[src/rtl/core/cblm_pkg.sv]
package cblm_pkg;

	// field and register widths
	localparam int FUNC_W      = 2;
	localparam int FBITS_W     = 10;
	localparam int PLEN_W      = 7;
	localparam int LOAD_W      = 10;
	localparam int FRAME_CNT_W = 16;
	localparam int BIT_CNT_W   = 24;
	localparam int DIR_W       = 2;
	localparam int NOM_BR_W    = 20;
	localparam int DATA_BR_W   = 23;
	localparam int CFG_W       = 23;
	localparam int CFG_IDX_W   = 2;

	localparam logic [LOAD_W-1:0] PCT_CEIL = '1;

	// payload bytes to bits
	localparam int BYTE_SHIFT = 3;

	// load percent divisions
	localparam int PCT_SCALE   = 100;
	localparam int PCT_SCALE_W = 7;
	localparam int DIVIDEND_W  = BIT_CNT_W + PCT_SCALE_W;
	localparam int DIVISOR_W   = DATA_BR_W;
	localparam int DIV_STEPS   = DIVIDEND_W;
	localparam int STEP_CNT_W  = $clog2(DIV_STEPS + 1);

	// moving averages
	localparam int FRACTION_BITS = 12;
	localparam int Q12_BITS      = 12;
	localparam int AVG_W         = LOAD_W + FRACTION_BITS;
	localparam int EMA_LANES     = 3;
	localparam int LANE_W        = 2;
	localparam int ONE           = 1 << FRACTION_BITS;
	localparam int HALF          = 1 << (FRACTION_BITS - 1);
	localparam int Q12_DECAY_1M  = 4028;
	localparam int Q12_DECAY_5M  = 4082;
	localparam int Q12_DECAY_15M = 4091;

	typedef enum logic [FUNC_W-1:0] {
		FUNC_FRAME     = 2'd0,
		FUNC_TICK      = 2'd1,
		FUNC_STATS_RST = 2'd2
	} cblm_func_t;

	typedef enum logic [CFG_IDX_W-1:0] {
		REG_NOMINAL_BR = 2'd0,
		REG_DATA_BR    = 2'd1,
		REG_STATS_EN   = 2'd2
	} cblm_reg_t;

	localparam logic [DIR_W-1:0] DIR_RX = 2'b01;
	localparam logic [DIR_W-1:0] DIR_TX = 2'b10;

	// controller to datapath
	typedef struct packed {
		logic frame_add;
		logic stats_req;
		logic div_start;
		logic pct_load;
		logic ema_mul;
		logic stats_upd;
		logic out_load;
	} cblm_cmd_t;

	// datapath to controller
	typedef struct packed {
		logic div_done;
		logic div_busy;
		logic out_free;
	} cblm_sts_t;

	// decay factor of one averaging lane, rescaled to FRACTION_BITS
	function automatic logic [FRACTION_BITS-1:0] ema_decay(input logic [LANE_W-1:0] lane);
		int q12;
		unique case (lane)
			2'd0:    q12 = Q12_DECAY_1M;
			2'd1:    q12 = Q12_DECAY_5M;
			default: q12 = Q12_DECAY_15M;
		endcase
		return FRACTION_BITS'((q12 << FRACTION_BITS) >> Q12_BITS);
	endfunction

	// weight of the new sample: one minus decay
	function automatic logic [FRACTION_BITS-1:0] ema_gain(input logic [LANE_W-1:0] lane);
		int d;
		d = int'(ema_decay(lane));
		return FRACTION_BITS'(ONE - d);
	endfunction

endpackage

[src/rtl/core/cblm_in_if.sv]
interface cblm_in_if;
	logic                            valid;
	logic                            ready;
	logic [cblm_pkg::FUNC_W-1:0]     func;
	logic [cblm_pkg::FBITS_W-1:0]    frame_bits;
	logic [cblm_pkg::FBITS_W-1:0]    data_phase_bits;
	logic [cblm_pkg::PLEN_W-1:0]     payload_len;
	logic                            is_tx;

	modport source(output valid, func, frame_bits, data_phase_bits, payload_len, is_tx,
		input ready);
	modport sink(input valid, func, frame_bits, data_phase_bits, payload_len, is_tx,
		output ready);
endinterface

[src/rtl/core/cblm_out_if.sv]
interface cblm_out_if;
	logic                               valid;
	logic                               ready;
	logic [cblm_pkg::LOAD_W-1:0]        load_percent;
	logic [cblm_pkg::FRAME_CNT_W-1:0]   frame_count;
	logic [cblm_pkg::BIT_CNT_W-1:0]     total_bits;
	logic [cblm_pkg::BIT_CNT_W-1:0]     payload_bits;
	logic [cblm_pkg::BIT_CNT_W-1:0]     data_bits;
	logic [cblm_pkg::DIR_W-1:0]         direction;
	logic [cblm_pkg::LOAD_W-1:0]        load_minimum;
	logic [cblm_pkg::LOAD_W-1:0]        load_maximum;
	logic [cblm_pkg::LOAD_W-1:0]        average_1m;
	logic [cblm_pkg::LOAD_W-1:0]        average_5m;
	logic [cblm_pkg::LOAD_W-1:0]        average_15m;

	modport source(output valid, load_percent, frame_count, total_bits, payload_bits,
		data_bits, direction, load_minimum, load_maximum, average_1m, average_5m,
		average_15m, input ready);
	modport sink(input valid, load_percent, frame_count, total_bits, payload_bits,
		data_bits, direction, load_minimum, load_maximum, average_1m, average_5m,
		average_15m, output ready);
endinterface

[src/rtl/core/cblm_div.sv]
// restoring divider, one quotient bit per cycle
module cblm_div (
	input  logic                              clk,
	input  logic                              arst_n,
	input  logic                              start,
	input  logic [cblm_pkg::DIVIDEND_W-1:0]   dividend,
	input  logic [cblm_pkg::DIVISOR_W-1:0]    divisor,
	output logic                              busy,
	output logic                              done,
	output logic [cblm_pkg::DIVIDEND_W-1:0]   quotient
);

	logic                               busy_q;
	logic [cblm_pkg::STEP_CNT_W-1:0]    cnt_q;
	logic [cblm_pkg::DIVIDEND_W-1:0]    quo_q;
	logic [cblm_pkg::DIVISOR_W-1:0]     rem_q;
	logic [cblm_pkg::DIVISOR_W-1:0]     dsr_q;
	logic [cblm_pkg::DIVISOR_W:0]       trial;
	logic [cblm_pkg::DIVISOR_W:0]       diff;
	logic                               ge;

	// shift in next dividend bit, trial subtract
	always_comb begin
		trial = {rem_q, quo_q[cblm_pkg::DIVIDEND_W-1]};
		diff  = trial - {1'b0, dsr_q};
		ge    = trial >= {1'b0, dsr_q};
	end

	// step control
	always_ff @(posedge clk or negedge arst_n) begin
		if (!arst_n) begin
			busy_q <= 1'b0;
			cnt_q  <= '0;
		end else if (start) begin
			busy_q <= 1'b1;
			cnt_q  <= cblm_pkg::STEP_CNT_W'(cblm_pkg::DIV_STEPS);
		end else if (busy_q) begin
			cnt_q <= cnt_q - cblm_pkg::STEP_CNT_W'(1);
			if (cnt_q == cblm_pkg::STEP_CNT_W'(1)) begin
				busy_q <= 1'b0;
			end
		end
	end

	// remainder and quotient shift register
	always_ff @(posedge clk) begin
		if (start) begin
			quo_q <= dividend;
			rem_q <= '0;
			dsr_q <= divisor;
		end else if (busy_q) begin
			rem_q <= ge ? diff[cblm_pkg::DIVISOR_W-1:0] : trial[cblm_pkg::DIVISOR_W-1:0];
			quo_q <= {quo_q[cblm_pkg::DIVIDEND_W-2:0], ge};
		end
	end

	assign busy     = busy_q;
	assign done     = busy_q && (cnt_q == cblm_pkg::STEP_CNT_W'(1));
	assign quotient = quo_q;

endmodule

[src/rtl/core/cblm_ctrl.sv]
// sequencer: frame update, tick division, statistics, result hand-off
module cblm_ctrl (
	input  logic                          clk,
	input  logic                          arst_n,
	input  logic                          in_valid,
	input  logic [cblm_pkg::FUNC_W-1:0]   in_func,
	input  cblm_pkg::cblm_sts_t           sts,
	output logic                          in_ready,
	output cblm_pkg::cblm_cmd_t           cmd
);

	typedef enum logic [5:0] {
		S_IDLE = 6'b000001,
		S_DIV  = 6'b000010,
		S_PCT  = 6'b000100,
		S_MUL  = 6'b001000,
		S_UPD  = 6'b010000,
		S_OUT  = 6'b100000
	} state_t;

	state_t state_q;
	state_t state_d;

	always_comb begin
		state_d  = state_q;
		cmd      = '0;
		in_ready = (state_q == S_IDLE);
		unique case (state_q)
			S_IDLE: begin
				if (in_valid) begin
					unique case (in_func)
						cblm_pkg::FUNC_FRAME:     cmd.frame_add = 1'b1;
						cblm_pkg::FUNC_STATS_RST: cmd.stats_req = 1'b1;
						cblm_pkg::FUNC_TICK: begin
							cmd.div_start = 1'b1;
							state_d       = S_DIV;
						end
						default: ;
					endcase
				end
			end
			S_DIV: begin
				if (sts.div_done) begin
					state_d = S_PCT;
				end
			end
			S_PCT: begin
				cmd.pct_load = 1'b1;
				state_d      = S_MUL;
			end
			S_MUL: begin
				cmd.ema_mul = 1'b1;
				state_d     = S_UPD;
			end
			S_UPD: begin
				cmd.stats_upd = 1'b1;
				state_d       = S_OUT;
			end
			S_OUT: begin
				// wait until the output register can take the word
				if (sts.out_free) begin
					cmd.out_load = 1'b1;
					state_d      = S_IDLE;
				end
			end
			default: state_d = S_IDLE;
		endcase
	end

	always_ff @(posedge clk or negedge arst_n) begin
		if (!arst_n) begin
			state_q <= S_IDLE;
		end else begin
			state_q <= state_d;
		end
	end

endmodule

[src/rtl/core/cblm_dp.sv]
// counters, config, load dividers, min/max, moving averages, result register
module cblm_dp (
	input  logic                              clk,
	input  logic                              arst_n,
	input  logic                              wr_en,
	input  logic [cblm_pkg::CFG_IDX_W-1:0]    wr_index,
	input  logic [cblm_pkg::CFG_W-1:0]        wr_data,
	input  logic [cblm_pkg::FBITS_W-1:0]      frame_bits,
	input  logic [cblm_pkg::FBITS_W-1:0]      data_phase_bits,
	input  logic [cblm_pkg::PLEN_W-1:0]       payload_len,
	input  logic                              is_tx,
	input  cblm_pkg::cblm_cmd_t               cmd,
	output cblm_pkg::cblm_sts_t               sts,
	input  logic                              out_ready,
	output logic                              out_valid,
	output logic [cblm_pkg::LOAD_W-1:0]       load_percent,
	output logic [cblm_pkg::FRAME_CNT_W-1:0]  frame_count,
	output logic [cblm_pkg::BIT_CNT_W-1:0]    total_bits,
	output logic [cblm_pkg::BIT_CNT_W-1:0]    payload_bits,
	output logic [cblm_pkg::BIT_CNT_W-1:0]    data_bits,
	output logic [cblm_pkg::DIR_W-1:0]        direction,
	output logic [cblm_pkg::LOAD_W-1:0]       load_minimum,
	output logic [cblm_pkg::LOAD_W-1:0]       load_maximum,
	output logic [cblm_pkg::LOAD_W-1:0]       average_1m,
	output logic [cblm_pkg::LOAD_W-1:0]       average_5m,
	output logic [cblm_pkg::LOAD_W-1:0]       average_15m
);

	localparam int BW   = cblm_pkg::BIT_CNT_W;
	localparam int FB   = cblm_pkg::FRACTION_BITS;
	localparam int AW   = cblm_pkg::AVG_W;
	localparam int LW   = cblm_pkg::LOAD_W;
	localparam int NL   = cblm_pkg::EMA_LANES;
	localparam int DVW  = cblm_pkg::DIVIDEND_W;
	localparam int SUMW = AW + FB + 1;

	// config registers
	logic [cblm_pkg::NOM_BR_W-1:0]   nom_br_q;
	logic [cblm_pkg::DATA_BR_W-1:0]  data_br_q;
	logic                            stats_en_q;

	// per-second counters
	logic [cblm_pkg::FRAME_CNT_W-1:0] frame_cnt_q;
	logic [BW-1:0]                    total_cnt_q;
	logic [BW-1:0]                    pay_cnt_q;
	logic [BW-1:0]                    data_cnt_q;
	logic [cblm_pkg::DIR_W-1:0]       dir_q;
	logic                             pend_q;

	logic [cblm_pkg::FRAME_CNT_W:0]   frame_sum;
	logic [BW:0]                      total_sum;
	logic [BW:0]                      pay_sum;
	logic [BW:0]                      data_sum;

	// load divisions
	logic [BW-1:0]                    nom_bits;
	logic [DVW-1:0]                   nom_dividend;
	logic [DVW-1:0]                   data_dividend;
	logic [DVW-1:0]                   nom_quo;
	logic [DVW-1:0]                   data_quo;
	logic                             nom_busy;
	logic                             data_busy;
	logic                             nom_done;
	logic                             data_done;
	logic [DVW:0]                     pct_sum;
	logic [LW-1:0]                    pct_d;
	logic [LW-1:0]                    pct_q;

	// statistics
	logic [LW-1:0]                    min_q;
	logic [LW-1:0]                    max_q;
	logic [LW-1:0]                    min_eff;
	logic [LW-1:0]                    max_eff;
	logic [AW-1:0]                    avg_q       [NL];
	logic [AW+FB-1:0]                 prod_avg_s1 [NL];
	logic [LW+FB-1:0]                 prod_smp_s1 [NL];
	logic [SUMW-1:0]                  ema_sum     [NL];
	logic [AW:0]                      rnd_full    [NL];
	logic [LW:0]                      rnd_int     [NL];
	logic [LW-1:0]                    rnd_sat     [NL];

	// result register
	logic                             out_valid_q;
	logic [LW-1:0]                    out_pct_q;
	logic [cblm_pkg::FRAME_CNT_W-1:0] out_frames_q;
	logic [BW-1:0]                    out_total_q;
	logic [BW-1:0]                    out_pay_q;
	logic [BW-1:0]                    out_data_q;
	logic [cblm_pkg::DIR_W-1:0]       out_dir_q;
	logic [LW-1:0]                    out_min_q;
	logic [LW-1:0]                    out_max_q;
	logic [LW-1:0]                    out_avg_q   [NL];

	// config writes
	always_ff @(posedge clk or negedge arst_n) begin
		if (!arst_n) begin
			nom_br_q   <= cblm_pkg::NOM_BR_W'(500000);
			data_br_q  <= cblm_pkg::DATA_BR_W'(500000);
			stats_en_q <= 1'b0;
		end else if (wr_en) begin
			unique case (wr_index)
				cblm_pkg::REG_NOMINAL_BR: nom_br_q   <= wr_data[cblm_pkg::NOM_BR_W-1:0];
				cblm_pkg::REG_DATA_BR:    data_br_q  <= wr_data[cblm_pkg::DATA_BR_W-1:0];
				cblm_pkg::REG_STATS_EN:   stats_en_q <= wr_data[0];
				default: ;
			endcase
		end
	end

	// saturating counter sums
	always_comb begin
		frame_sum = {1'b0, frame_cnt_q} + (cblm_pkg::FRAME_CNT_W+1)'(1);
		total_sum = {1'b0, total_cnt_q} + (BW+1)'(frame_bits);
		pay_sum   = {1'b0, pay_cnt_q} + ((BW+1)'(payload_len) << cblm_pkg::BYTE_SHIFT);
		data_sum  = {1'b0, data_cnt_q} + (BW+1)'(data_phase_bits);
	end

	always_ff @(posedge clk or negedge arst_n) begin
		if (!arst_n) begin
			frame_cnt_q <= '0;
			total_cnt_q <= '0;
			pay_cnt_q   <= '0;
			data_cnt_q  <= '0;
			dir_q       <= '0;
			pend_q      <= 1'b1;
		end else if (cmd.out_load) begin
			frame_cnt_q <= '0;
			total_cnt_q <= '0;
			pay_cnt_q   <= '0;
			data_cnt_q  <= '0;
			dir_q       <= '0;
			pend_q      <= 1'b0;
		end else begin
			if (cmd.frame_add) begin
				frame_cnt_q <= frame_sum[cblm_pkg::FRAME_CNT_W] ? '1 :
					frame_sum[cblm_pkg::FRAME_CNT_W-1:0];
				total_cnt_q <= total_sum[BW] ? '1 : total_sum[BW-1:0];
				pay_cnt_q   <= pay_sum[BW] ? '1 : pay_sum[BW-1:0];
				data_cnt_q  <= data_sum[BW] ? '1 : data_sum[BW-1:0];
				dir_q       <= dir_q | (is_tx ? cblm_pkg::DIR_TX : cblm_pkg::DIR_RX);
			end
			if (cmd.stats_req) begin
				pend_q <= 1'b1;
			end
		end
	end

	// dividends: bits times 100, nominal bits floored at zero
	always_comb begin
		nom_bits      = (total_cnt_q >= data_cnt_q) ? total_cnt_q - data_cnt_q : '0;
		nom_dividend  = DVW'(nom_bits) * DVW'(cblm_pkg::PCT_SCALE);
		data_dividend = DVW'(data_cnt_q) * DVW'(cblm_pkg::PCT_SCALE);
	end

	cblm_div u_div_nom (
		.clk      (clk),
		.arst_n   (arst_n),
		.start    (cmd.div_start),
		.dividend (nom_dividend),
		.divisor  (cblm_pkg::DIVISOR_W'(nom_br_q)),
		.busy     (nom_busy),
		.done     (nom_done),
		.quotient (nom_quo)
	);

	cblm_div u_div_data (
		.clk      (clk),
		.arst_n   (arst_n),
		.start    (cmd.div_start),
		.dividend (data_dividend),
		.divisor  (data_br_q),
		.busy     (data_busy),
		.done     (data_done),
		.quotient (data_quo)
	);

	// load percent: zero nominal bitrate gives zero, zero data bitrate drops the data term, sum clipped at PCT_CEIL
	always_comb begin
		pct_sum = {1'b0, nom_quo} +
			{1'b0, (data_br_q != '0) ? data_quo : DVW'(0)};
		if (nom_br_q == '0) begin
			pct_d = '0;
		end else if (pct_sum > (DVW+1)'(cblm_pkg::PCT_CEIL)) begin
			pct_d = cblm_pkg::PCT_CEIL;
		end else begin
			pct_d = pct_sum[LW-1:0];
		end
	end

	always_ff @(posedge clk) begin
		if (cmd.pct_load) begin
			pct_q <= pct_d;
		end
	end

	// moving average products, pending reset starts lanes from zero
	always_ff @(posedge clk) begin
		if (cmd.ema_mul) begin
			for (int k = 0; k < NL; k++) begin
				prod_avg_s1[k] <= (AW+FB)'(pend_q ? '0 : avg_q[k]) *
					(AW+FB)'(cblm_pkg::ema_decay(cblm_pkg::LANE_W'(k)));
				prod_smp_s1[k] <= (LW+FB)'(pct_q) *
					(LW+FB)'(cblm_pkg::ema_gain(cblm_pkg::LANE_W'(k)));
			end
		end
	end

	// new average and rounded view per lane
	always_comb begin
		for (int k = 0; k < NL; k++) begin
			ema_sum[k]  = SUMW'(prod_avg_s1[k]) + (SUMW'(prod_smp_s1[k]) << FB);
			rnd_full[k] = (AW+1)'(avg_q[k]) + (AW+1)'(cblm_pkg::HALF);
			rnd_int[k]  = rnd_full[k][AW:FB];
			rnd_sat[k]  = (rnd_int[k] > (LW+1)'(cblm_pkg::PCT_CEIL)) ?
				cblm_pkg::PCT_CEIL : rnd_int[k][LW-1:0];
		end
		min_eff = pend_q ? cblm_pkg::PCT_CEIL : min_q;
		max_eff = pend_q ? LW'(0) : max_q;
	end

	// statistics update
	always_ff @(posedge clk or negedge arst_n) begin
		if (!arst_n) begin
			min_q <= cblm_pkg::PCT_CEIL;
			max_q <= '0;
			for (int k = 0; k < NL; k++) begin
				avg_q[k] <= '0;
			end
		end else if (cmd.stats_upd && stats_en_q) begin
			min_q <= (pct_q < min_eff) ? pct_q : min_eff;
			max_q <= (pct_q > max_eff) ? pct_q : max_eff;
			for (int k = 0; k < NL; k++) begin
				avg_q[k] <= ema_sum[k][FB +: AW];
			end
		end
	end

	// result register
	always_ff @(posedge clk or negedge arst_n) begin
		if (!arst_n) begin
			out_valid_q <= 1'b0;
		end else if (cmd.out_load) begin
			out_valid_q <= 1'b1;
		end else if (out_ready) begin
			out_valid_q <= 1'b0;
		end
	end

	always_ff @(posedge clk) begin
		if (cmd.out_load) begin
			out_pct_q    <= pct_q;
			out_frames_q <= frame_cnt_q;
			out_total_q  <= total_cnt_q;
			out_pay_q    <= pay_cnt_q;
			out_data_q   <= data_cnt_q;
			out_dir_q    <= dir_q;
			out_min_q    <= stats_en_q ? min_q : LW'(0);
			out_max_q    <= stats_en_q ? max_q : LW'(0);
			for (int k = 0; k < NL; k++) begin
				out_avg_q[k] <= stats_en_q ? rnd_sat[k] : LW'(0);
			end
		end
	end

	assign sts.div_done = nom_done & data_done;
	assign sts.div_busy = nom_busy | data_busy;
	assign sts.out_free = !out_valid_q || out_ready;

	assign out_valid    = out_valid_q;
	assign load_percent = out_pct_q;
	assign frame_count  = out_frames_q;
	assign total_bits   = out_total_q;
	assign payload_bits = out_pay_q;
	assign data_bits    = out_data_q;
	assign direction    = out_dir_q;
	assign load_minimum = out_min_q;
	assign load_maximum = out_max_q;
	assign average_1m   = out_avg_q[0];
	assign average_5m   = out_avg_q[1];
	assign average_15m  = out_avg_q[2];

endmodule

[src/rtl/core/can_bus_load_monitor.sv]
// Frame and statistics-reset words give no result.
// A tick word gives one result, set by two parallel 31-step bit-serial
// dividers followed by the load percent, average, statistics and output states;
// the next word is taken once the result is loaded, later if the result waits.
// arst_n clears counters and statistics and loads bitrates 500000/500000, stats off.
module can_bus_load_monitor (
	input  logic                            clk,
	input  logic                            arst_n,
	input  logic                            wr_en,
	input  logic [cblm_pkg::CFG_IDX_W-1:0]  wr_index,
	input  logic [cblm_pkg::CFG_W-1:0]      wr_data,
	cblm_in_if.sink                         evt,
	cblm_out_if.source                      rpt
);

	cblm_pkg::cblm_cmd_t cmd;
	cblm_pkg::cblm_sts_t sts;
	logic                in_ready;

	cblm_ctrl u_ctrl (
		.clk      (clk),
		.arst_n   (arst_n),
		.in_valid (evt.valid),
		.in_func  (evt.func),
		.sts      (sts),
		.in_ready (in_ready),
		.cmd      (cmd)
	);

	cblm_dp u_dp (
		.clk             (clk),
		.arst_n          (arst_n),
		.wr_en           (wr_en),
		.wr_index        (wr_index),
		.wr_data         (wr_data),
		.frame_bits      (evt.frame_bits),
		.data_phase_bits (evt.data_phase_bits),
		.payload_len     (evt.payload_len),
		.is_tx           (evt.is_tx),
		.cmd             (cmd),
		.sts             (sts),
		.out_ready       (rpt.ready),
		.out_valid       (rpt.valid),
		.load_percent    (rpt.load_percent),
		.frame_count     (rpt.frame_count),
		.total_bits      (rpt.total_bits),
		.payload_bits    (rpt.payload_bits),
		.data_bits       (rpt.data_bits),
		.direction       (rpt.direction),
		.load_minimum    (rpt.load_minimum),
		.load_maximum    (rpt.load_maximum),
		.average_1m      (rpt.average_1m),
		.average_5m      (rpt.average_5m),
		.average_15m     (rpt.average_15m)
	);

	assign evt.ready = in_ready;

	// no new word while the dividers run
	a_ready_not_busy: assert property (@(posedge clk) disable iff (!arst_n)
		evt.ready |-> !sts.div_busy)
		else $error("input ready while divider busy");

	// result register is never overwritten while a word waits
	a_out_no_overrun: assert property (@(posedge clk) disable iff (!arst_n)
		cmd.out_load |-> sts.out_free)
		else $error("result loaded over a waiting word");

	// a tick blocks further input on the next cycle
	a_tick_blocks: assert property (@(posedge clk) disable iff (!arst_n)
		(evt.valid && evt.ready && (evt.func == cblm_pkg::FUNC_TICK)) |=> !evt.ready)
		else $error("input still ready after tick");

	// a loaded result shows up as valid
	a_load_valid: assert property (@(posedge clk) disable iff (!arst_n)
		cmd.out_load |=> rpt.valid)
		else $error("loaded result not valid");

endmodule

[src/flat_wrapper.sv]
// flat-port wrapper written by rule: the top's interface ports become plain ports
module can_bus_load_monitor_flat 
  (clk, arst_n, wr_en, wr_index, wr_data, evt_valid, evt_func, evt_frame_bits, evt_data_phase_bits, evt_payload_len, evt_is_tx, evt_ready, rpt_valid, rpt_load_percent, rpt_frame_count, rpt_total_bits, rpt_payload_bits, rpt_data_bits, rpt_direction, rpt_load_minimum, rpt_load_maximum, rpt_average_1m, rpt_average_5m, rpt_average_15m, rpt_ready);
  cblm_in_if evt_i ();
  cblm_out_if rpt_i ();
  input  logic clk;
  input  logic arst_n;
  input  logic wr_en;
  input  logic [cblm_pkg::CFG_IDX_W-1:0] wr_index;
  input  logic [cblm_pkg::CFG_W-1:0] wr_data;
  input wire logic [$bits(evt_i.valid)-1:0] evt_valid;
  input wire logic [$bits(evt_i.func)-1:0] evt_func;
  input wire logic [$bits(evt_i.frame_bits)-1:0] evt_frame_bits;
  input wire logic [$bits(evt_i.data_phase_bits)-1:0] evt_data_phase_bits;
  input wire logic [$bits(evt_i.payload_len)-1:0] evt_payload_len;
  input wire logic [$bits(evt_i.is_tx)-1:0] evt_is_tx;
  output wire logic [$bits(evt_i.ready)-1:0] evt_ready;
  output wire logic [$bits(rpt_i.valid)-1:0] rpt_valid;
  output wire logic [$bits(rpt_i.load_percent)-1:0] rpt_load_percent;
  output wire logic [$bits(rpt_i.frame_count)-1:0] rpt_frame_count;
  output wire logic [$bits(rpt_i.total_bits)-1:0] rpt_total_bits;
  output wire logic [$bits(rpt_i.payload_bits)-1:0] rpt_payload_bits;
  output wire logic [$bits(rpt_i.data_bits)-1:0] rpt_data_bits;
  output wire logic [$bits(rpt_i.direction)-1:0] rpt_direction;
  output wire logic [$bits(rpt_i.load_minimum)-1:0] rpt_load_minimum;
  output wire logic [$bits(rpt_i.load_maximum)-1:0] rpt_load_maximum;
  output wire logic [$bits(rpt_i.average_1m)-1:0] rpt_average_1m;
  output wire logic [$bits(rpt_i.average_5m)-1:0] rpt_average_5m;
  output wire logic [$bits(rpt_i.average_15m)-1:0] rpt_average_15m;
  input wire logic [$bits(rpt_i.ready)-1:0] rpt_ready;
  assign evt_i.valid = evt_valid;
  assign evt_i.func = evt_func;
  assign evt_i.frame_bits = evt_frame_bits;
  assign evt_i.data_phase_bits = evt_data_phase_bits;
  assign evt_i.payload_len = evt_payload_len;
  assign evt_i.is_tx = evt_is_tx;
  assign evt_ready = evt_i.ready;
  assign rpt_valid = rpt_i.valid;
  assign rpt_load_percent = rpt_i.load_percent;
  assign rpt_frame_count = rpt_i.frame_count;
  assign rpt_total_bits = rpt_i.total_bits;
  assign rpt_payload_bits = rpt_i.payload_bits;
  assign rpt_data_bits = rpt_i.data_bits;
  assign rpt_direction = rpt_i.direction;
  assign rpt_load_minimum = rpt_i.load_minimum;
  assign rpt_load_maximum = rpt_i.load_maximum;
  assign rpt_average_1m = rpt_i.average_1m;
  assign rpt_average_5m = rpt_i.average_5m;
  assign rpt_average_15m = rpt_i.average_15m;
  assign rpt_i.ready = rpt_ready;
  can_bus_load_monitor u_core (.clk(clk), .arst_n(arst_n), .wr_en(wr_en), .wr_index(wr_index), .wr_data(wr_data), .evt(evt_i), .rpt(rpt_i));
endmodule
[config.mk]
export PLATFORM = sky130hd
export DESIGN_NAME = can_bus_load_monitor_flat
export DESIGN_NICKNAME = d
export VERILOG_FILES = /design/src/rtl/core/cblm_pkg.sv /design/src/rtl/core/cblm_in_if.sv /design/src/rtl/core/cblm_out_if.sv /design/src/rtl/core/cblm_div.sv /design/src/rtl/core/cblm_ctrl.sv /design/src/rtl/core/cblm_dp.sv /design/src/rtl/core/can_bus_load_monitor.sv /design/src/flat_wrapper.sv
export SDC_FILE = /design/constraint.sdc
export NUM_CORES = 2
export LEC_CHECK = 0
export ABC_AREA = 1
export BUFFER_PORTS_ARGS = -buffer_cell sky130_fd_sc_hd__buf_2
export CAP_MARGIN = 20
export CORE_UTILIZATION = 50
export CTS_CLUSTER_DIAMETER = 200
export DETAILED_ROUTE_END_ITERATION = 8
export PLACE_DENSITY = 0.78
export SYNTH_ARGS = -nofsm -noshare
export SYNTH_HDL_FRONTEND = slang
export SYNTH_SLANG_ARGS = --single-unit
[constraint.sdc]
create_clock -name clk -period 7.89 [get_ports clk]
set_clock_uncertainty 0.05 [all_clocks]
set_input_delay 0.3945 -clock clk [delete_from_list [all_inputs] [get_ports clk]]
set_output_delay 0.3945 -clock clk [all_outputs]
set_load 0.01 [all_outputs]
; Word level (Yosys, flattened, before mapping)
; Memory sizes are Yosys's and may differ from the RTL's.
; Cells that the tools add are included.
; W data, S select, Z words.
[totals]
regBits = 521
ramBits = 198
inputBits = 60
out_inout_bits = 152
word_cells = 185
mem_count = 3
[mem_list]
columns = name, depth, word_bits, read_ports, rd_clocked_by_memory_dff, wr, line
row1 = u_core.u_dp.prod_avg_s1, 3, 34, 3, 0, 3, cblm_dp.sv:75  ; logic [AW+FB-1:0] prod_avg_s1 [NL];
row2 = u_core.u_dp.prod_smp_s1, 3, 22, 3, 0, 3, cblm_dp.sv:76  ; logic [LW+FB-1:0] prod_smp_s1 [NL];
row3 = u_core.u_dp.out_avg_q, 3, 10, 3, 0, 3, cblm_dp.sv:92  ; logic [LW-1:0] out_avg_q [NL];
[op_classes]
n_addsub = 19
mul = 8
magnitude_cmp = 9
n_eq_ne = 16
mux = 73
n_bitwise = 2
n_reduce_logical = 18
[ops]
columns = op, count
row1 = $mux W24, 10
row2 = $mux W31, 5
row3 = $mux W10, 11
row4 = $add A34 B34 Y34, 3
row5 = $mul A22 B12 Y34, 3
row6 = $add A24 B10 Y25, 3
row7 = $add A22 B12 Y23 const B, 3
row8 = $mul A10 B12 Y22, 3
row9 = $mux W22, 3
row10 = $mul A24 B5 Y29 const B, 2
row11 = $mux W16, 3
row12 = $mux W23, 2
row13 = $mux W12, 3
row14 = $pmux W6 S6, 1
row15 = $sub A1 B12 Y12 const A, 3
row16 = $gt A11 B10 Y1 const B, 3
row17 = $add A31 B31 Y32, 1
row18 = $gt A32 B10 Y1 const B, 1
row19 = $ge A24 B20 Y1, 1
row20 = $ge A24 B23 Y1, 1
row21 = $ge A24 B24 Y1, 1
row22 = $mux W6, 4
row23 = $sub A24 B24 Y24, 1
row24 = $reduce_bool A23 Y1, 1
row25 = other kinds (31), 73

; Longest topological paths before layout
[logic_depth]
depth_word = 6
ltp_mapped = 31
depth_no_buf = 30

; By module
; Synthesis repeated with hierarchy kept, for this count alone.
[unflattened]
hier_cells = 7440
area_unflattened_um2 = 61387.6
[by_module_without_submodules]
columns = module, instances, cells_each, area_per_inst_um2, seq_area_each_um2
row1 = cblm_dp, 1, 5974, 50790.0, 13494.2
row2 = cblm_div, 2, 702, 5087.4, 2232.1
row3 = cblm_ctrl, 1, 62, 422.9, 151.4

; Worst setup path before layout
; OpenSTA, ideal clock, no wires.
[synth_timing]
path_type = register to register
start = reg u_core.u_dp.pend_q
end = mem u_core.u_dp.prod_avg_s1[0][98] (netlist name) (data pin)
setup_time_ns = 0.252
t_arrival_ns = 5.799
t_required_ns = 7.588
setup_slack_ns = 1.789
path_stages_with_launch = 29
path_buffers = 3
period_less_slack_ns = 6.101
cell_sequence = dfstp_2 -> buf_2 -> clkinv_1 -> clkbuf_1 -> buf_1 -> nand2_1 -> inv_1 -> fa_1 -> inv_1 -> fa_1 -> inv_1 -> fa_1 -> fa_1 -> inv_1 -> fa_1 -> inv_1 -> ha_1 -> nand2_1 -> inv_1 -> a21oi_1 -> nand2_1 -> a21oi_1 -> nor2_1 -> nor2_1 -> o21ai_0 -> a21oi_1 -> inv_1 -> nand2_1 -> nand2_1
[synth_rtl]
columns = item, line
row1 = "start, declared", cblm_dp.sv:48  ; logic pend_q;
row2 = "start signal, assigned", cblm_dp.sv:125  ; pend_q <= 1'b1;
row3 = "start signal, assigned", cblm_dp.sv:132  ; pend_q <= 1'b0;
row4 = "start signal, assigned", cblm_dp.sv:143  ; pend_q <= 1'b1;
row5 = "end, declared", cblm_dp.sv:75

==> summary.txt <==
Layout
  • Non-Filler Instances: 8794
  • Number of nets at the end of the flow: about 8400
  • Post-Layout Inst Area: between 60000 and 70000 µm²
  • Multi-input logic area: roughly 36000 µm²
  • Layout filler cell count: ~10000
  • Fraction of layout cells with a size suffix above 1: between 6 and 7%
  • Area grow syn2layout: 9.66%
  • Sequential Area: 18000 µm²

Placed design
  • Dpl cell area: 62200 µm²
  • Count of input and output buffers: approximately 210
  • Detailed-placement wirelength estimate: approximately 120000 µm
  • Global placer's final weighted congestion: slightly below 1
  • Placement-stage worst setup slack: 1400 ps
  • Count of placed standard cells including taps: 8620

Synthesis
  • Count of distinct cell types in the synthesized netlist: 74
  • Synthesis warning total: 0
  • Synth Area in Adders: between 20% and 30%
  • Register bit total from synthesis: about 650
  • Mux cell area share after synthesis: less than 1%
  • Area share of the leading cell type in the synthesized netlist: a little under a fifth
  • Average cell area after synthesis: between 8 and 9 µm²
  • XOR/XNOR share of the synthesized area: under 10%
  • Primary FF master, synth: sky130_fd_sc_hd__edfxtp_1
  • Combinational family with the most area after synthesis: adder cells
  • Largest area contributor in the synthesized netlist: sky130_fd_sc_hd__edfxtp_1
  • Number of flops mapped to enable cells by yosys: 366
  • Count leader, synth: sky130_fd_sc_hd__inv_1
  • Commonest cells in the netlist: sky130_fd_sc_hd__inv_1 (1401), sky130_fd_sc_hd__nand2_1 (1317), sky130_fd_sc_hd__ha_1 (733)
  • Top area cells in the synthesized netlist: sky130_fd_sc_hd__edfxtp_1 (18%), sky130_fd_sc_hd__ha_1 (15%), sky130_fd_sc_hd__fa_1 (14%)
  • Fraction of synthesis flops using an asynchronous set or reset pin: between 30% and 40%
  • Complex-gate fraction of the synthesized area: around 11%
  • Post-Syn Nets: about 8200
  • Fraction of the mapped netlist area in simple logic gates: approximately 16%
  • Post-synthesis sequential area ratio: between 30% and 40%
  • Total standard cell area after synthesis: approximately 59000 µm²
  • Count of mapped cells out of synthesis: between 6000 and 7000

Routing
  • Remaining design rule violation count: 0
  • Final routed wirelength across all metal layers: 153000 µm
  • DR iter-0 viols: roughly 3500
  • Routed vias: approximately 47000
  • Pre-antenna DRT Iters: 7
  • Drt wl/cell: about 17 µm
  • Vias per cell: about 5.4
  • Routed Antenna Nets: 0

Worst setup path
  • Crit path buffers/inverters: 9
  • Critical Path End Type: register
  • Critical Path AT: between 6000 and 7000 ps
  • Largest fanout of any net on the critical path: 34
  • Family with the most delay on the worst path: adder cells
  • Slowest stage delay, CP: approximately 700 ps
  • Startpoint-to-endpoint class of the critical path: reg -> reg
  • Data required time at the worst endpoint: 8250 ps
  • Kind of start point of the critical path: register
  • Most prevalent standard cell on the critical path: sky130_fd_sc_hd__inv_1
  • Cell at the slowest stage of the critical path: sky130_fd_sc_hd__dfstp_2

Timing
  • Setup Viol. Count Final: 0
  • Relative slew margins: 29.8%
  • Transition at the pin with the smallest max-transition slack: 1050 ps
  • RSZ-0062 raised after global routing: false
  • PnR worst setup slack: ~1300 ps
  • Final count of pins violating max slew: 0
  • Achievable Freq: ~0.15 GHz
  • Setup_tns: 0 ps
  • Hold violation total from the final report: 0
  • Final critical delay including setup and external delays: 6580 ps
  • Share of the clock period used by the worst path after layout: 83.4%

Power and ir drop
  • Power Density: around 340 nW/µm²
  • Switching power: 11.1 mW
  • VDD IR max: roughly 0.00042 V
  • Net Sw Frac: about half
  • Internal Dissipation: 11.4 mW
  • Relative contribution of the clock network to total power: approximately 17%
  • Part of the power in registers: about 22%
  • LEAKAGE: roughly 34 nW
  • Comb pwr share: 60.7%

GRT
  • Number of antenna violations at the first check in global routing: 11
  • Global-route usage over all layers: between 20% and 30%
  • First-pass GRT wire length: ~250000 µm
  • Pin count of the biggest net entering global routing: approximately 100
  • Total overflow reported by the global router: 0
  • Vias in the first global route: ~48000

Die
  • Area of the placeable core: 118000 µm²
  • FP Rows: about 130
  • Die area: between 100000 and 150000 µm²
  • Width of the die: around 350 µm
  • Count of pins on the block boundary: between 200 and 250
  • Die Y: 347 µm
  • Effective utilization at floorplan: between 50% and 60%

Clock network
  • Number of levels in the clock H-tree: 3
  • # resized after CTS: 0
  • Number of buffers created by CTS: 78
  • Setup bufs post-CTS: 0
  • TritonCTS clock tree: yes
  • Hold buffer count at cts: 20
  • Sink count of the clock tree: between 600 and 700
  • Clock latency on the worst-skew pair: 670 ps
  • Clock-pin transition on the worst setup and hold timing paths: about 60 ps
  • Root buf cell: sky130_fd_sc_hd__clkbuf_16
  • Maximum count of clock buffers along a single path: 3

Run status
  • Run status: completed

Worst hold path
  • Min-delay worst type: in -> reg

Job
  • Number of maximum-capacitance constraint violations: 0
## routing by layer
layer | GRT usage, % | part of all wire (%) | up-vias
li1 | - | - | 23000
met1 | 33.1 | 43 | 22500
met2 | 43.5 | 47 | 1447
met3 | 3.68 | 6.0 | 314
met4 | 9.86 | 3.9 | 8
met5 | 0 | 0.033 | -
## cell families after synthesis
kind of cell | after synthesis
compound gates | 1153
xor+xnor | 247
fa+ha+maj | 1162
buf+inv | 1525
flops | 654
mux | 3
simple gates | 2202
## stage by stage
step | hold slack (ps) | power (mW) | utilization [%]
floorplan | 48.9 | 15.1 | -
global placement | 385 | 18.1 | 52.7
detailed placement | 393 | 18.4 | 52.7
CTS | 2.73 | 22.5 | 55.2
global route | 19.8 | 24.7 | 55.3
finish | 29.8 | 22.5 | 55.3
## worst reg2reg max path: stages (launching register included)
cell and delay, ps:
sky130_fd_sc_hd__dfstp_2 710, sky130_fd_sc_hd__clkinv_1 160, sky130_fd_sc_hd__buf_4 280, sky130_fd_sc_hd__nand2_1 210, sky130_fd_sc_hd__inv_1 120, sky130_fd_sc_hd__fa_1 630
sky130_fd_sc_hd__inv_1 80, sky130_fd_sc_hd__fa_1 500, sky130_fd_sc_hd__inv_1 50, sky130_fd_sc_hd__fa_1 510, sky130_fd_sc_hd__fa_1 550, sky130_fd_sc_hd__inv_1 60
sky130_fd_sc_hd__fa_1 590, sky130_fd_sc_hd__inv_1 60, sky130_fd_sc_hd__ha_1 340, sky130_fd_sc_hd__nand2_1 160, sky130_fd_sc_hd__inv_1 50, sky130_fd_sc_hd__a21oi_1 140
sky130_fd_sc_hd__nand2_1 70, sky130_fd_sc_hd__a21oi_1 220, sky130_fd_sc_hd__nor2_1 100, sky130_fd_sc_hd__nor2_1 170, sky130_fd_sc_hd__o21ai_0 170, sky130_fd_sc_hd__a21oi_1 200
sky130_fd_sc_hd__inv_1 60, sky130_fd_sc_hd__nand2_1 50, sky130_fd_sc_hd__nand2_1 50
## power by group through the flow
stage | Sequential, mW | Combinational (mW) | Clock [mW]
after CTS | 4.97 | 13.6 | 3.91
after global routing | 5.04 | 15.6 | 4.04
after floorplan | 4.74 | 10.3 | 0
after detailed placement | 5.01 | 13.4 | 0
after global placement | 5.00 | 13.1 | 0
final | 4.98 | 13.6 | 3.84
## final cells by class
class | count | area share (%)
multi-input cells | 4767 | 54.7
clock buffers | 102 | 3.24
diodes | 7 | 0.0269
inverters | 1423 | 8.21
well taps | 1536 | 2.95
clock inverters | 44 | 0.972
repair buffers | 261 | 2.29
flip-flops and latches | 654 | 27.6
## layout by cell type, fill, tap and decap left out, types with 39 or more instances in the layout
master / n
sky130_fd_sc_hd__ha_1: 733
sky130_fd_sc_hd__xnor2_1: 89
sky130_fd_sc_hd__a21o_1: 39
sky130_fd_sc_hd__xor2_1: 158
sky130_fd_sc_hd__nand4_1: 63
sky130_fd_sc_hd__edfxtp_1: 366
sky130_fd_sc_hd__o21ai_0: 434
sky130_fd_sc_hd__inv_1: 1401
sky130_fd_sc_hd__dfxtp_1: 50
sky130_fd_sc_hd__buf_2: 210
sky130_fd_sc_hd__o21ai_1: 58
sky130_fd_sc_hd__dfrtp_1: 212
sky130_fd_sc_hd__nor2_1: 405
sky130_fd_sc_hd__a21oi_1: 411
sky130_fd_sc_hd__nand2_1: 1317
sky130_fd_sc_hd__nor3_1: 68
sky130_fd_sc_hd__clkbuf_16: 79
sky130_fd_sc_hd__fa_1: 429
sky130_fd_sc_hd__nand3_1: 214
## registers in the layout, indices dropped and copies added (netlist names), 23 cells and up
register                         cells
u_core.u_dp.data_bits               24
u_core.u_dp.prod_smp_s1             41
u_core.u_dp.data_cnt_q              24
u_core.u_dp.u_div_nom.quotient      31
u_core.u_dp.u_div_data.rem_q        23
u_core.u_dp.u_div_data.dsr_q        23
u_core.u_dp.total_bits              24
u_core.u_dp.u_div_data.quotient     31
u_core.u_dp.avg_q                   66
u_core.u_dp.u_div_nom.rem_q         23
u_core.u_dp.data_br_q               23
u_core.u_dp.total_cnt_q             24
u_core.u_dp.out_avg_q               30
u_core.u_dp.prod_avg_s1             66
## final timing paths
| check | from | endpoint | slack (ps) | cells after the start |
|---|---|---|---|---|
| worst max-delay path | u_core.u_dp.pend_q | u_core.u_dp.prod_avg_s1[0][98] | 1310 | 26 |
| worst min-delay path | wr_data[10] | u_core.u_dp.nom_br_q[10] | 30 | 3 |
| worst max register to register | u_core.u_dp.pend_q | u_core.u_dp.prod_avg_s1[0][98] | 1310 | 26 |
| worst min register to register | u_core.u_dp.u_div_nom.rem_q[22] | u_core.u_dp.u_div_nom.rem_q[22] | 410 | 2 |
| max in group asynchronous | arst_n | u_core.u_dp.avg_q[21] | 5840 | 3 |
| min in group asynchronous | arst_n | u_core.u_dp.data_cnt_q[21] | 280 | 2 |
(Power assumes the default switching activity.)
